==> src/soe_pkg.sv <==
// shared types and constants of the set operation engine
package soe_pkg;

  localparam int MAX_ELEMS = 8;
  localparam int IDX_W     = $clog2(MAX_ELEMS);
  localparam int CNT_W     = IDX_W + 1;
  localparam int ADDR_W    = IDX_W + 1;
  localparam int VAL_W     = 32;

  // input command codes
  localparam logic [1:0] CMD_CLEAR  = 2'd0;
  localparam logic [1:0] CMD_PUSH_A = 2'd1;
  localparam logic [1:0] CMD_PUSH_B = 2'd2;
  localparam logic [1:0] CMD_RUN    = 2'd3;

  // set operation codes
  localparam logic [2:0] OP_UNION  = 3'd0;
  localparam logic [2:0] OP_INTER  = 3'd1;
  localparam logic [2:0] OP_AMINB  = 3'd2;
  localparam logic [2:0] OP_BMINA  = 3'd3;
  localparam logic [2:0] OP_SYMDIF = 3'd4;
  localparam logic [2:0] OP_COMPA  = 3'd5;
  localparam logic [2:0] OP_COMPB  = 3'd6;

  // element store write port
  typedef struct packed {
    logic              en;
    logic [ADDR_W-1:0] addr;
    logic [VAL_W-1:0]  data;
  } soe_wr_t;

endpackage

==> src/soe_lists.sv <==
// element store holding list a (low half) and list b (high half)
module soe_lists (
  input  logic                          clk,
  input  soe_pkg::soe_wr_t              wr,
  input  logic [soe_pkg::ADDR_W-1:0]    rd_x_addr,
  input  logic [soe_pkg::ADDR_W-1:0]    rd_y_addr,
  output logic [soe_pkg::VAL_W-1:0]     rd_x_data,
  output logic [soe_pkg::VAL_W-1:0]     rd_y_data
);
  import soe_pkg::*;

  logic [VAL_W-1:0] mem [2*MAX_ELEMS];

  // one write port, two registered read ports
  always_ff @(posedge clk) begin
    if (wr.en) begin
      mem[wr.addr] <= wr.data;
    end
    rd_x_data <= mem[rd_x_addr];
    rd_y_data <= mem[rd_y_addr];
  end

endmodule

==> src/soe_cmp.sv <==
// shared ieee single equality compare unit
module soe_cmp (
  input  logic [soe_pkg::VAL_W-1:0] x,
  input  logic [soe_pkg::VAL_W-1:0] y,
  output logic                      eq
);
  import soe_pkg::*;

  logic x_nan;
  logic y_nan;
  logic both_zero;

  // nan never matches, signed zeros match
  always_comb begin
    x_nan     = (x[30:23] == 8'hFF) && (x[22:0] != 23'd0);
    y_nan     = (y[30:23] == 8'hFF) && (y[22:0] != 23'd0);
    both_zero = ((x[30:0] | y[30:0]) == 31'd0);
    eq        = !x_nan && !y_nan && (both_zero || (x == y));
  end

endmodule

==> src/set_operation_engine.sv <==
// set operation engine: loads lists a and b, emits a set result run per run command
// a run scans list entries for each element and compares them on the shared compare unit
// (registered store read, then compare), then closes the run; output stalls can hold it
// throughput: one item at a time, input not ready during a run
// reset: synchronous active low, empties both lists, clears lost flag and set_op
module set_operation_engine (
  input  logic        clk,
  input  logic        rst_n,
  input  logic        in_tvalid,
  output logic        in_tready,
  input  logic [31:0] in_tdata,   // value[31:0]
  input  logic [1:0]  in_tuser,   // cmd[1:0]
  output logic        out_tvalid,
  input  logic        out_tready,
  output logic [31:0] out_tdata,  // out_value[31:0]
  output logic [1:0]  out_tuser,  // out_valid[0], lost_elements[1]
  output logic        out_tlast,
  input  logic        cfg_valid,
  output logic        cfg_ready,
  input  logic [2:0]  cfg_data    // set_op[2:0]
);
  import soe_pkg::*;

  typedef enum logic [2:0] {S_IDLE, S_ELEM, S_RD, S_CMP, S_FIN} state_t;

  state_t            state_r, state_nxt;
  logic [2:0]        set_op_r, set_op_nxt;
  logic [CNT_W-1:0]  cnt_a_r, cnt_a_nxt, cnt_b_r, cnt_b_nxt;
  logic              drop_r, drop_nxt;
  logic              phase_r, phase_nxt;
  logic [IDX_W-1:0]  e_r, e_nxt;
  logic [ADDR_W-1:0] j_r, j_nxt;
  logic              none_r, none_nxt;
  logic              hit_r, hit_nxt;
  logic              p_valid_r, p_valid_nxt;
  logic [VAL_W-1:0]  p_value_r, p_value_nxt;
  logic              out_valid_r, out_valid_nxt;
  logic [VAL_W-1:0]  out_value_r, out_value_nxt;
  logic              out_flag_r, out_flag_nxt;
  logic              out_last_r, out_last_nxt;
  logic              out_lost_r, out_lost_nxt;

  soe_wr_t           wr;
  logic [VAL_W-1:0]  x_data, y_data;
  logic              cmp_eq;

  logic              a_act, b_act, scan_a, per_match, slot_ok;
  logic [CNT_W-1:0]  lim_b, cur_cnt;
  logic [ADDR_W-1:0] first_j, next_j;
  logic              first_none, elem_end, eq, emit_now;

  soe_lists u_lists (
    .clk       (clk),
    .wr        (wr),
    .rd_x_addr ({phase_r, e_r}),
    .rd_y_addr (j_r),
    .rd_x_data (x_data),
    .rd_y_data (y_data)
  );

  soe_cmp u_cmp (
    .x  (x_data),
    .y  (y_data),
    .eq (cmp_eq)
  );

  // per-operation scan plan for the current phase
  always_comb begin
    a_act = (set_op_r != OP_BMINA) && (set_op_r <= OP_COMPB);
    b_act = (set_op_r == OP_UNION) || (set_op_r == OP_BMINA) || (set_op_r == OP_SYMDIF)
         || (set_op_r == OP_COMPA) || (set_op_r == OP_COMPB);
    per_match = !phase_r && (set_op_r == OP_INTER);
    if (phase_r) begin
      scan_a = (set_op_r != OP_COMPB);
      if (set_op_r == OP_BMINA) begin
        lim_b = '0;
      end else if (set_op_r == OP_COMPB) begin
        lim_b = cnt_b_r;
      end else begin
        lim_b = {1'b0, e_r};
      end
      cur_cnt = cnt_b_r;
    end else begin
      scan_a = (set_op_r == OP_COMPA);
      lim_b  = ((set_op_r == OP_INTER) || (set_op_r == OP_AMINB) || (set_op_r == OP_SYMDIF)
             || (set_op_r == OP_COMPB)) ? cnt_b_r : '0;
      cur_cnt = cnt_a_r;
    end
  end

  // scan pointer: list a entries first, then the allowed prefix of list b
  always_comb begin
    first_none = 1'b0;
    if (scan_a && (cnt_a_r != '0)) begin
      first_j = '0;
    end else if (lim_b != '0) begin
      first_j = {1'b1, {IDX_W{1'b0}}};
    end else begin
      first_j    = '0;
      first_none = 1'b1;
    end
    next_j   = j_r + 1'b1;
    elem_end = 1'b0;
    if (none_r) begin
      elem_end = 1'b1;
    end else if (!j_r[ADDR_W-1]) begin
      if (({1'b0, j_r[IDX_W-1:0]} + 1'b1) >= cnt_a_r) begin
        if (lim_b != '0) begin
          next_j = {1'b1, {IDX_W{1'b0}}};
        end else begin
          elem_end = 1'b1;
        end
      end
    end else if (({1'b0, j_r[IDX_W-1:0]} + 1'b1) >= lim_b) begin
      elem_end = 1'b1;
    end
  end

  // sequencer and output register
  always_comb begin
    state_nxt     = state_r;
    set_op_nxt    = set_op_r;
    cnt_a_nxt     = cnt_a_r;
    cnt_b_nxt     = cnt_b_r;
    drop_nxt      = drop_r;
    phase_nxt     = phase_r;
    e_nxt         = e_r;
    j_nxt         = j_r;
    none_nxt      = none_r;
    hit_nxt       = hit_r;
    p_valid_nxt   = p_valid_r;
    p_value_nxt   = p_value_r;
    out_valid_nxt = out_valid_r && !out_tready;
    out_value_nxt = out_value_r;
    out_flag_nxt  = out_flag_r;
    out_last_nxt  = out_last_r;
    out_lost_nxt  = out_lost_r;
    wr            = '0;
    slot_ok       = !out_valid_r || out_tready;
    eq            = !none_r && cmp_eq;
    emit_now      = per_match ? eq : (elem_end && !(hit_r || eq));

    if (cfg_valid) begin
      set_op_nxt = cfg_data;
    end

    case (state_r)
      S_IDLE: begin
        if (in_tvalid) begin
          case (in_tuser)
            CMD_CLEAR: begin
              cnt_a_nxt = '0;
              cnt_b_nxt = '0;
              drop_nxt  = 1'b0;
            end
            CMD_PUSH_A: begin
              if (cnt_a_r != CNT_W'(MAX_ELEMS)) begin
                wr.en     = 1'b1;
                wr.addr   = {1'b0, cnt_a_r[IDX_W-1:0]};
                wr.data   = in_tdata;
                cnt_a_nxt = cnt_a_r + 1'b1;
              end else begin
                drop_nxt = 1'b1;
              end
            end
            CMD_PUSH_B: begin
              if (cnt_b_r != CNT_W'(MAX_ELEMS)) begin
                wr.en     = 1'b1;
                wr.addr   = {1'b1, cnt_b_r[IDX_W-1:0]};
                wr.data   = in_tdata;
                cnt_b_nxt = cnt_b_r + 1'b1;
              end else begin
                drop_nxt = 1'b1;
              end
            end
            default: begin
              p_valid_nxt = 1'b0;
              e_nxt       = '0;
              if (a_act && (cnt_a_r != '0)) begin
                phase_nxt = 1'b0;
                state_nxt = S_ELEM;
              end else if (b_act && (cnt_b_r != '0)) begin
                phase_nxt = 1'b1;
                state_nxt = S_ELEM;
              end else begin
                state_nxt = S_FIN;
              end
            end
          endcase
        end
      end
      S_ELEM: begin
        j_nxt     = first_j;
        none_nxt  = first_none;
        hit_nxt   = 1'b0;
        state_nxt = S_RD;
      end
      S_RD: begin
        state_nxt = S_CMP;
      end
      S_CMP: begin
        if (!(emit_now && p_valid_r && !slot_ok)) begin
          if (emit_now) begin
            if (p_valid_r) begin
              out_valid_nxt = 1'b1;
              out_value_nxt = p_value_r;
              out_flag_nxt  = 1'b1;
              out_last_nxt  = 1'b0;
              out_lost_nxt  = drop_r;
            end
            p_valid_nxt = 1'b1;
            p_value_nxt = x_data;
          end
          hit_nxt = hit_r || eq;
          if (!elem_end) begin
            j_nxt     = next_j;
            state_nxt = S_RD;
          end else if (({1'b0, e_r} + 1'b1) < cur_cnt) begin
            e_nxt     = e_r + 1'b1;
            state_nxt = S_ELEM;
          end else if (!phase_r && b_act && (cnt_b_r != '0)) begin
            phase_nxt = 1'b1;
            e_nxt     = '0;
            state_nxt = S_ELEM;
          end else begin
            state_nxt = S_FIN;
          end
        end
      end
      S_FIN: begin
        if (slot_ok) begin
          out_valid_nxt = 1'b1;
          out_value_nxt = p_valid_r ? p_value_r : '0;
          out_flag_nxt  = p_valid_r;
          out_last_nxt  = 1'b1;
          out_lost_nxt  = drop_r;
          state_nxt     = S_IDLE;
        end
      end
      default: begin
        state_nxt = S_IDLE;
      end
    endcase
  end

  // control state and registered outputs
  always_ff @(posedge clk) begin
    if (!rst_n) begin
      state_r     <= S_IDLE;
      set_op_r    <= OP_UNION;
      cnt_a_r     <= '0;
      cnt_b_r     <= '0;
      drop_r      <= 1'b0;
      phase_r     <= 1'b0;
      e_r         <= '0;
      j_r         <= '0;
      none_r      <= 1'b0;
      hit_r       <= 1'b0;
      p_valid_r   <= 1'b0;
      out_valid_r <= 1'b0;
    end else begin
      state_r     <= state_nxt;
      set_op_r    <= set_op_nxt;
      cnt_a_r     <= cnt_a_nxt;
      cnt_b_r     <= cnt_b_nxt;
      drop_r      <= drop_nxt;
      phase_r     <= phase_nxt;
      e_r         <= e_nxt;
      j_r         <= j_nxt;
      none_r      <= none_nxt;
      hit_r       <= hit_nxt;
      p_valid_r   <= p_valid_nxt;
      out_valid_r <= out_valid_nxt;
    end
  end

  // payload registers
  always_ff @(posedge clk) begin
    p_value_r   <= p_value_nxt;
    out_value_r <= out_value_nxt;
    out_flag_r  <= out_flag_nxt;
    out_last_r  <= out_last_nxt;
    out_lost_r  <= out_lost_nxt;
  end

  assign in_tready  = (state_r == S_IDLE);
  assign cfg_ready  = 1'b1;
  assign out_tvalid = out_valid_r;
  assign out_tdata  = out_value_r;
  assign out_tuser  = {out_lost_r, out_flag_r};
  assign out_tlast  = out_last_r;

endmodule

==> config.mk <==
export PLATFORM = sky130hd
export DESIGN_NAME = set_operation_engine
export DESIGN_NICKNAME = d
export VERILOG_FILES = /design/src/soe_pkg.sv /design/src/soe_lists.sv /design/src/soe_cmp.sv /design/src/set_operation_engine.sv
export SDC_FILE = /design/constraint.sdc
export NUM_CORES = 1
export LEC_CHECK = 0
export ABC_AREA = 1
export BUFFER_PORTS_ARGS = -buffer_cell sky130_fd_sc_hd__buf_2
export CORE_MARGIN = 2
export CORE_UTILIZATION = 40
export DETAILED_ROUTE_END_ITERATION = 8
export MAX_ROUTING_LAYER = met4
export SYNTH_ARGS = -nofsm -noshare
export SYNTH_HDL_FRONTEND = slang
export SYNTH_SLANG_ARGS = --single-unit
export TNS_END_PERCENT = 5
==> constraint.sdc <==
create_clock -name clk -period 4.4 [get_ports clk]
set_input_delay 1.32 -clock clk [delete_from_list [all_inputs] [get_ports clk]]
set_output_delay 1.32 -clock clk [all_outputs]
set_load 0.1 [all_outputs]
==> impl_metrics.py <==
metrics = {
    "drt": {
        "wl_per_cell_um": 22.1,
        "wl_um": 94700,
        "top_layer": "met4",
        "via_count": 24300,
        "dr_wl_met3_um": 8500,
        "wl_met2_um": 42800,
        "wl_met1_um": 40200,
        "first_pass_iters": 6,
        "viasPerCell": 5.67,
        "postRouteAntennaNets": 0,
        "drt_iter0_markers": 2765,
        "drc": 0,
    },
    "global_route": {
        "grt_use_total": 0.237,
        "overflow": 0,
        "antenna_found_initial": 3,
        "grt_pass1_vias": 22800,
        "grt_max_degree": 205,
        "grt_pass1_wl_um": 141000,
    },
    "cells_and_area": {
        "nFillCells": 7270,
        "area_growth_pct": 12.9,
        "layout.nets": 3275,
        "final_util": 0.457,
        "layout-drive-gt1-share": 0.0908,
    },
    "setup_path": {
        "endpoint_kind": "flop",
        "startpoint_type": "input port",
        "critPathKind": "input port to flop",
        "arrival_ps": 3910,
        "worstPathMaxFanout": 21,
        "crit_path_top_delay_cell": "nor2_4",
        "cp_top_family": "simple AND/OR/NAND/NOR gates",
        "critPathMaxStageDelay_ps": 1010,
        "critPathRequiredTime_ps": 4700,
        "critical_path_buf_inv_count": 7,
        "cpMostUsedCell": "inv_1",
        "path_cells": "buf_2 > inv_1 > ha_1 > inv_1 > a31oi_1 > inv_1 > nor2_1 > inv_1 > o22ai_1 > inv_1 > nand2_1 > nor2_4 > buf_4",
    },
    "sta": {
        "clock.fmax_mhz": 277,
        "maxSlewHeadroom": 0.161,
        "fin_setup_tns_ps": 0,
        "setup_viol": 0,
        "fin_crit_sh": 0.821,
        "finalMaxSlewViolations": 0,
        "rsz0062_at_grt": "false",
        "final_hold_viol_count": 0,
        "finClkSkew_ps": 21.2,
        "period_needed_ps": 3610,
        "holdWs_ps": 461,
        "tightest_slew_ps": 1260,
    },
    "clock_tree": {
        "cts_buffer_depth": 3,
        "cts-root-buf": "clkbuf_16",
        "path_clk_slew_ps": 60,
        "ctsResizeCount": 0,
        "cts_hold_buf": 0,
        "clk_latency_ps": 610,
        "cts_buffers": 72,
        "h-tree-depth": 3,
        "cts_sinks": 670,
        "post_cts_buffers": 0,
        "cts_tree": "built",
    },
    "synthesis": {
        "yosysMostFrequentCell": "edfxtp_1",
        "ys.flop_type": "edfxtp_1",
        "synth_top_area_frac": 0.554,
        "syn-cell-area_um2": 31400,
        "synth-seq-cells": 670,
        "synthCells": 3183,
        "syn-num-nets": 3277,
        "synth_cell_types": 39,
        "ys_seq_area_frac": 0.612,
        "yosysWarnings": 0,
        "synth_area_per_cell_um2": 9.86,
        "yosys-top-cells-count": "edfxtp_1 (579), o21ai_0 (529), nor2_1 (409)",
        "synth_edf_count": 579,
        "async_flop_share": 0,
        "synth_area_leaders": "edfxtp_1 (55%), o21ai_0 (8.4%), a21oi_1 (6.1%)",
        "yosysTopAreaCell": "edfxtp_1",
    },
    "flow_run": {
        "drv_cap": 0,
    },
    "die": {
        "core_area_um2": 77600,
        "fp.dieW_um": 284,
        "dieArea_um2": 80700,
        "die_h_um": 284,
        "rows": 102,
        "initial_core_util": 0.404,
        "io_pins": 80,
    },
    "pwr": {
        "p_per_area_nw_per_um2": 526,
        "vdd_ir_drop_max_mv": 0.361,
        "power_leakage_nw": 13.2,
    },
    "min_path": {
        "min_path_type": "flop to flop",
    },
    "run_status": {
        "outcome": "completed",
    },
    "placement": {
        "dp_hpwl_um": 53300,
        "portBuffers": 78,
        "place.gp.congestion": 0.868,
    },
}
-- power breakdown --
part	switching [mW]	leakage (nW)	internal [mW]
Clock	2.43	1.13	3.51
Combinational	3.63	6.28	1.27
Sequential	0.430	5.79	7.36
-- layout make-up --
class / instances / area [um^2] / share of cell area
Clock buffer: 104 / 2040 / 0.0575
Antenna cell: 2 / 5.00 / 0.000141
Timing Repair Buffer: 148 / 1130 / 0.0318
Inverter: 381 / 1440 / 0.0407
Tap cell: 1040 / 1300 / 0.0367
Multi-Input combinational cell: 1908 / 10000 / 0.283
Clock inverter: 27 / 270 / 0.00763
Sequential cell: 670 / 19200 / 0.543
-- state kept, by name (all words and copies together), names as in the netlist --
signal	flops
set_op_r	3
out_tvalid	1
u_lists.mem	512
none_r	1
out_lost_r	1
j_r	4
drop_r	1
out_flag_r	1
p_valid_r	1
hit_r	1
out_tdata	32
state_r	3
e_r	3
p_value_r	32
u_lists.rd_y_data	32
cnt_a_r	4
out_tlast	1
cnt_b_r	4
u_lists.rd_x_data	32
phase_r	1
-- cell usage in the layout, fill, tap and decap left out, types with 37 or more instances in the layout --
cell type  count
dfxtp_1       83
edfxtp_1     579
nor2_1       392
o22ai_1       76
buf_4         53
nand2_1      115
a21oi_1      379
o31ai_1       60
nand3_1       37
ha_1          52
inv_1        369
clkbuf_16     76
o21ai_0      529
buf_2         78
nor3_1       135
o32ai_1       62
-- per-layer routing --
| metal | GRT usage | vias up |
|---|---|---|
| met5 | - | - |
| met1 | 0.322 | 11500 |
| met2 | 0.361 | 1189 |
| met4 | 0.0939 | 0 |
| li1 | - | 11300 |
| met3 | 0.0330 | 216 |
-- stage by stage --
stage	setup WS (ps)	power [mW]	area (um^2)	std cells
6_report	786	18.6	35400	4280
5_1_grt	700	19.4	35400	4279
4_1_cts	872	18.6	35400	4278
3_5_place_dp	228	12.7	33100	4147
3_3_place_gp	231	12.7	33100	4147
2_1_floorplan	218	11.1	31400	3183
-- worst paths after layout --
check	from	endpoint	slack (ps)	cells past startpoint
min reg2reg	u_lists.rd_x_data[24]	p_value_r[24]	460	0
max	in_tuser[0]	u_lists.mem[4][26]	790	13
max reg2reg	j_r[2]	out_tdata[12]	1040	14
min	u_lists.rd_x_data[24]	p_value_r[24]	460	0
-- logic make-up after synthesis --
kind of cell,synth area share
DFF,0.612
xor gates and xnor gates,0.000837
and+or+nand+nor,0.0982
buffers and inverters,0.0731
adders and majority gates,0.0207
other,0.000119
AOI/OAI and AO/OA,0.195
(Power assumes the default switching activity.)
